File: config.mk
export PLATFORM = sky130hd
export DESIGN_NAME = ais_cell
export DESIGN_NICKNAME = d
export VERILOG_FILES = /design/src/design/ascending_integer_sorter_top_defines.svh /design/src/design/ais_pkg.sv /design/src/design/ais_cell.sv
export SDC_FILE = /design/constraint.sdc
export NUM_CORES = 1
export LEC_CHECK = 0
export BUFFER_PORTS_ARGS = -buffer_cell sky130_fd_sc_hd__buf_2
export CORE_ASPECT_RATIO = 1.4
export CORE_MARGIN = 2
export CORE_UTILIZATION = 45
export DETAILED_ROUTE_END_ITERATION = 10
export PLACE_DENSITY = 0.79
export SYNTH_ARGS = -nofsm -noshare
export SYNTH_HDL_FRONTEND = slang
export SYNTH_SLANG_ARGS = --single-unit
File: constraint.sdc
create_clock -name aclk -period 3.9 [get_ports aclk]
set_input_delay 0.975 -clock aclk [delete_from_list [all_inputs] [get_ports aclk]]
set_output_delay 0.975 -clock aclk [all_outputs]
set_load 0.01 [all_outputs]
File: src/design/ascending_integer_sorter_top_defines.svh
// ----------------------------------------------------------------------------
// Ascending integer sorter assertion macros
// Shared concurrent assertion macros, compiled out when SYNTH is defined.
// ----------------------------------------------------------------------------
`ifndef ASCENDING_INTEGER_SORTER_TOP_DEFINES_SVH
`define ASCENDING_INTEGER_SORTER_TOP_DEFINES_SVH

`ifndef SYNTH
// Property must hold at every clock edge outside reset.
`define AIS_ASSERT(label, prop) \
    label: assert property (@(posedge aclk) disable iff (!aresetn) prop) \
        else $error("sorter assertion failed");
// Expression must never be true outside reset.
`define AIS_ASSERT_NEVER(label, expr) \
    label: assert property (@(posedge aclk) disable iff (!aresetn) !(expr)) \
        else $error("sorter forbidden condition seen");
`else
`define AIS_ASSERT(label, prop)
`define AIS_ASSERT_NEVER(label, expr)
`endif

`endif

File: src/design/ais_pkg.sv
// ----------------------------------------------------------------------------
// Ascending integer sorter package
// Widths, defaults and the control bundle shared by the sorter cells.
// ----------------------------------------------------------------------------
package ais_pkg;

    localparam int VALUE_W      = 32;
    localparam int CAPACITY_DEF = 64;

    // Control broadcast from the top level to every cell of the chain.
    typedef struct packed {
        logic                      insert;
        logic                      shift;
        logic signed [VALUE_W-1:0] value;
    } ais_ctl_t;

endpackage

File: src/design/ais_cell.sv
// ----------------------------------------------------------------------------
// Ascending integer sorter cell
// One slot of the sorted chain: insertion with neighbor handoff, and shift.
// ----------------------------------------------------------------------------
module ais_cell (
    input  logic                                aclk,
    input  logic                                aresetn,
    input  ais_pkg::ais_ctl_t                   ctl_i,
    input  logic                                prev_valid_i,
    input  logic                                prev_gt_i,
    input  logic signed [ais_pkg::VALUE_W-1:0]  prev_value_i,
    input  logic                                next_valid_i,
    input  logic signed [ais_pkg::VALUE_W-1:0]  next_value_i,
    output logic                                valid_o,
    output logic                                gt_o,
    output logic signed [ais_pkg::VALUE_W-1:0]  value_o
);
    import ais_pkg::*;

    logic                      valid_reg;
    logic                      valid_next;
    logic signed [VALUE_W-1:0] value_reg;
    logic signed [VALUE_W-1:0] value_next;
    logic                      take;

    // The held value is larger than the incoming one, so it moves up a slot.
    assign gt_o = valid_reg && (value_reg > ctl_i.value);
    // An empty slot right above the last full one takes the new tail.
    assign take = gt_o || (!valid_reg && prev_valid_i);

    always_comb begin
        valid_next = valid_reg;
        value_next = value_reg;
        if (ctl_i.shift) begin
            valid_next = next_valid_i;
            value_next = next_value_i;
        end else if (ctl_i.insert && take) begin
            valid_next = 1'b1;
            value_next = prev_gt_i ? prev_value_i : ctl_i.value;
        end
    end

    always_ff @(posedge aclk) begin
        if (!aresetn) begin
            valid_reg <= 1'b0;
        end else begin
            valid_reg <= valid_next;
        end
    end

    always_ff @(posedge aclk) begin
        value_reg <= value_next;
    end

    assign valid_o = valid_reg;
    assign value_o = value_reg;

endmodule

== Yosys cells after proc, flatten, opt, wreduce, memory -nomap -nowiden ==
Index checks and enable logic that the tools add are counted.

* Input bits: 103
* Output and inout bits: 34
* Word-level logic and storage cells: 14
* Register bits: 33

* Multiplexer cells: 5
* Reduce and logical (&&, ||, !) cells: 6
* Order comparisons: 1

{| class="wikitable"
|+ Operator list
! cell !! number
|-
| two-way mux 32 bit || 3
|-
| > comparator 32 bit || 1
|-
| logical AND 1 bit || 3
|-
| two-way mux 1 bit || 2
|-
| nonzero test 2 bit || 1
|-
| zero test 1 bit || 1
|-
| logical OR 1 bit || 1
|}

== Depth between registers and ports, before layout ==
* Word-level depth: 6
* Mapped depth: 8
* Mapped depth without buffers: 8

== Least setup slack after synthesis ==
No wires, ideal clock.

* Kind: input-to-output
* Start point: input port ctl_i[31] in the netlist's numbering
* End point: output port gt_o
* Setup slack: 491 ps
* Arrival time: 2434 ps
* Buffers on the path: 0
* Cell stages on the path: 8
* Required time: 2925 ps
* Path through: inv_1 -> ha_1 -> nand4_1 -> nor2_1 -> a22oi_1 -> o211ai_1 -> or3_1 -> a21boi_1

* Longest elaborated chain between the ends: 2

{| class="wikitable"
|+ RTL lines
! what !! line !! source
|-
| start: declaration || ais_cell.sv:8 || <nowiki>input ais_pkg::ais_ctl_t ctl_i,</nowiki>
|-
| > comparator 32 bit || ais_cell.sv:27 || <nowiki>assign gt_o = valid_reg && (value_reg > ctl_i.value);</nowiki>
|-
| logical AND 1 bit || ais_cell.sv:27 ||
|-
| end: declaration || ais_cell.sv:15 || <nowiki>output logic gt_o,</nowiki>
|}

No other way between the ends.

== Final worst setup path ==
* Start point: input port ctl_i[7] in the netlist's numbering
* End point: output port gt_o

The elaborated chain is that of the path after synthesis.

==> reports/metrics.csv <==
stage;metric;value;unit
outcome;status;finished, final reports clean;
synthesis;nets in the synthesized netlist;404;
sta;total negative slack;0;ns
power;worst vdd rail ir drop;0.0001806;V
place;half-perimeter wire length after detailed placement;5036;µm
worst_setup_path;type of the worst setup path;input port to output pin;
clock_network;clock slew seen by the registers of the worst setup and hold paths;0.07;ns
sta;number of setup violations in the final report;0;
clock_network;Post-CTS Setup Bufs;0;
worst_setup_path;Register-to-Register Setup Slack;1.40;ns
min_path;Worst Min Path Start;valid_o$_SDFFE_PN0P_;
clock_network;clock sink total;33;
layout;fraction of final layout cells with drive strength greater than 1;36.88;%
worst_setup_path;slowest cell on the critical path;sky130_fd_sc_hd__or3_1;
layout;sequential standard cell area;980.9;µm²
global_routing;vias in the first global route;2359;
min_path;Worst Hold Endpoint;valid_o$_SDFFE_PN0P_;
global_routing;antenna violations before repair;0;
power;Switching Fraction;29.64;%
synthesis;count of synthesis-stage warnings from yosys;0;
place;Port Buffers;136;
layout;layout net count;538;
sta;Worst Tran Pin Value;0.9370;ns
sta;max frequency;266.9;MHz
clock_network;number of gates resized after cts;0;
sta;share of the clock period used by the worst path;96.07;%
floorplan;Cell Rows;32;
layout;Finished Layout Cells;472;
clock_network;CTS Buf Count;5;
global_routing;total track usage;20.25;%
routing;Iteration-0 DRC Markers;51;
synthesis;Post-synth EDFFs;32;
routing;overall routed net length;6229;µm
layout;area used by multi-input combinational logic;1376;µm²
place;routability-driven placement congestion ratio;0.8232;
worst_setup_path;cell depth of the worst flop-to-flop path;7;
worst_setup_path;source of the worst register-to-register timing path;value_o[14]$_DFFE_PP_;
sta;total count of max-transition violations in the final report;0;
global_routing;first-pass GRT wire length;9756;µm
min_path;number of cells traversed by the worst hold path;2;
global_routing;total gr overflow;0;
clock_network;number of buffers inserted by hold repair at cts;0;
min_path;Min-Delay Path Class;flip-flop to flip-flop;
synthesis;most common flop cell mapped by yosys;sky130_fd_sc_hd__edfxtp_1;
routing;wire length on met3;346;µm
floorplan;die footprint;6246;µm²
floorplan;horizontal die dimension;67.37;µm
routing;routed length on met1;2363;µm
routing;detailed route wirelength on metal2;3348;µm
power;combinational group share of total power;29.8;%
synthesis;post-synthesis cell area;2530;µm²
synthesis;mean cell area of the mapped netlist;9.405;µm²
layout;number of antenna repair diodes;0;
layout;count of filler cells inserted in the layout;468;
worst_setup_path;Cell Chain, Critical Path;buf_2 -> inv_1 -> ha_1 -> a21oi_1 -> o21ai_0 -> a221oi_2 -> a31oi_1 -> or3_1 -> a21boi_1 -> buf_2;
clock_network;Clock Tree Root;sky130_fd_sc_hd__clkbuf_8;
sta;clock skew after layout;0.006145;ns
synthesis;sequential area share after synthesis;38.77;%
worst_setup_path;most used cell along the critical path;sky130_fd_sc_hd__buf_2;
floorplan;core box area;5485;µm²
sta;min Tclk post-route;3.747;ns
power;share of power burned in registers;44.6;%
sta;unrepaired setup endpoints after global routing;false;
floorplan;IO Pins;137;
clock_network;TritonCTS clock tree;built;
synthesis;number of cells produced by synthesis;269;
layout;area growth from synthesis to layout;32.64;%
worst_setup_path;arrival time at the worst endpoint;2.77;ns
worst_setup_path;largest stage delay on the critical path;0.33;ns
worst_setup_path;largest fanout on the critical path;3;
synthesis;Synth Register Bits;33;
place;placed cells;464;
worst_setup_path;required time of the critical path;2.92;ns
routing;Vias per Instance;5.189;
routing;# DRC;0;
synthesis;post-synthesis async set-or-reset flop share;0;%
clock_network;maximum clock path buffer count;2;
power;share of total power in the clock network;25.6;%
floorplan;initial standard-cell utilization of the core;46.12;%
routing;top layer reached by signal wires;met4;
clock_network;maximum level of the CTS H-tree;2;
worst_setup_path;sort of element at the end of the critical path;output pin;
power;Cell Int Power;0.7227;mW
power;static power due to leakage;1.760;nW
worst_setup_path;end of the worst register-to-register path;value_o[11]$_DFFE_PP_;
floorplan;height of the die;92.72;µm
routing;Pre-Repair DR Iteration Count;4;
power;switching component of the power;0.3045;mW
routing;ANT nets after route;0;
routing;Via Count;2449;
global_routing;largest net degree at the start of global routing;36;
clock_network;clock insertion delay at the later pin of the skew report;0.28;ns
sta;remaining max-slew budget at the tightest pin;37.53;%
power;power per cell area;306.1;nW/µm²
sta;final number of hold-violating endpoints;0;
flow_run;MaxCap Viol Count;0;
routing;post-detailed-route wirelength per cell;13.20;µm
worst_setup_path;crit start category;input port;
synthesis;count of unique library cells instantiated by Yosys;30;
==> power by group through the flow <==
stage | clock network [mW] | registers [mW] | logic (mW)
after global placement | 0 | 0.463 | 0.299
after CTS | 0.272 | 0.458 | 0.310
after detailed placement | 0 | 0.466 | 0.309
after global routing | 0.288 | 0.463 | 0.347
after floorplan | 0 | 0.483 | 0.156
final | 0.263 | 0.458 | 0.306
==> cells in the final DEF, fill, tap and decap left out, types with 2 or more instances in the layout <==
master and instances:
sky130_fd_sc_hd__buf_2 136, sky130_fd_sc_hd__ha_1 32, sky130_fd_sc_hd__inv_1 34, sky130_fd_sc_hd__o21ai_0 38
sky130_fd_sc_hd__nand4_1 6, sky130_fd_sc_hd__nor3_1 2, sky130_fd_sc_hd__a31oi_1 3, sky130_fd_sc_hd__nor2_1 4
sky130_fd_sc_hd__buf_4 2, sky130_fd_sc_hd__nand2_1 43, sky130_fd_sc_hd__mux2i_1 32, sky130_fd_sc_hd__o211ai_1 2
sky130_fd_sc_hd__edfxtp_1 32, sky130_fd_sc_hd__nand3_1 2, sky130_fd_sc_hd__clkbuf_8 6, sky130_fd_sc_hd__a21oi_1 13
sky130_fd_sc_hd__clkbuf_1 2
==> cell families after synthesis <==
family	Yosys count	synth area share, %
AO/OA/AOI/OAI	63	14.19
multiplexers	32	12.66
adder cells (fa/ha/maj)	32	15.83
buffers and inverters	45	6.825
flip-flops	33	38.77
AND/OR/NAND/NOR	64	11.72
==> per-stage QoR <==
stage / util, % / setup WS [ns] / total power [mW] / hold slack, ns / area [µm²]
floorplan: - / 0.4908 / 0.6390 / 0.5088 / 2530
global placement: 59.53 / 0.2078 / 0.7626 / 0.4982 / 3266
detailed placement: 59.53 / 0.1788 / 0.7750 / 0.5016 / 3266
CTS: 61.18 / 0.1678 / 1.041 / 0.5113 / 3356
global route: 61.18 / 0.03071 / 1.099 / 0.5636 / 3356
finish: 61.18 / 0.1534 / 1.027 / 0.5132 / 3356
==> metal layers <==
layer  GRT usage [%]  up-vias
met1           20.98     1113
li1                -     1230
met2           38.20       93
met4           9.014        0
met3           3.281       13
met5               0        -
==> registers in the layout, indices dropped and copies added, names as in the netlist <==
signal / flops
value_o: 32
valid_o: 1
==> cell type report <==
class                      count  share of cell area, %
multi-input combinational    191                  41.01
tap                           68                  2.535
clock buffer                   8                  2.685
timing repair buffer         138                  20.73
sequential                    33                  29.23
inverter                      34                  3.803
==> Yosys cell counts, types with 2 or more instances <==
cell                       count  area share, %
sky130_fd_sc_hd__nor2_1        4           0.59
sky130_fd_sc_hd__mux2i_1      32             13
sky130_fd_sc_hd__inv_1        34            5.0
sky130_fd_sc_hd__o21ai_0      38            7.5
sky130_fd_sc_hd__nor3_1        2           0.40
sky130_fd_sc_hd__buf_2         3           0.59
sky130_fd_sc_hd__nand4_1       6            1.5
sky130_fd_sc_hd__nand2_1      43            6.4
sky130_fd_sc_hd__a31oi_1       3           0.74
sky130_fd_sc_hd__edfxtp_1     32             38
sky130_fd_sc_hd__nand3_1       2           0.40
sky130_fd_sc_hd__clkbuf_1      8            1.2
sky130_fd_sc_hd__a21oi_1      13            2.6
sky130_fd_sc_hd__o211ai_1      2           0.59
sky130_fd_sc_hd__ha_1         32             16
==> worst max-delay path: cells and delay by family <==
kind	cells	cell delay (ns)
AOI/OAI and AO/OA	5	0.88
and+or+nand+nor	1	0.33
buffers and inverters	3	0.28
adders and majority gates	1	0.32
==> worst max-delay path by stage <==
stage / startpoint / to / cells after the start
finish: ctl_i[7] / gt_o / 10
global route: ctl_i[7] / gt_o / 10
CTS: ctl_i[7] / gt_o / 10
detailed placement: ctl_i[7] / gt_o / 10
global placement: ctl_i[7] / gt_o / 10
floorplan: ctl_i[31] / gt_o / 8
No activity file was read; power rests on OpenSTA's default activity.
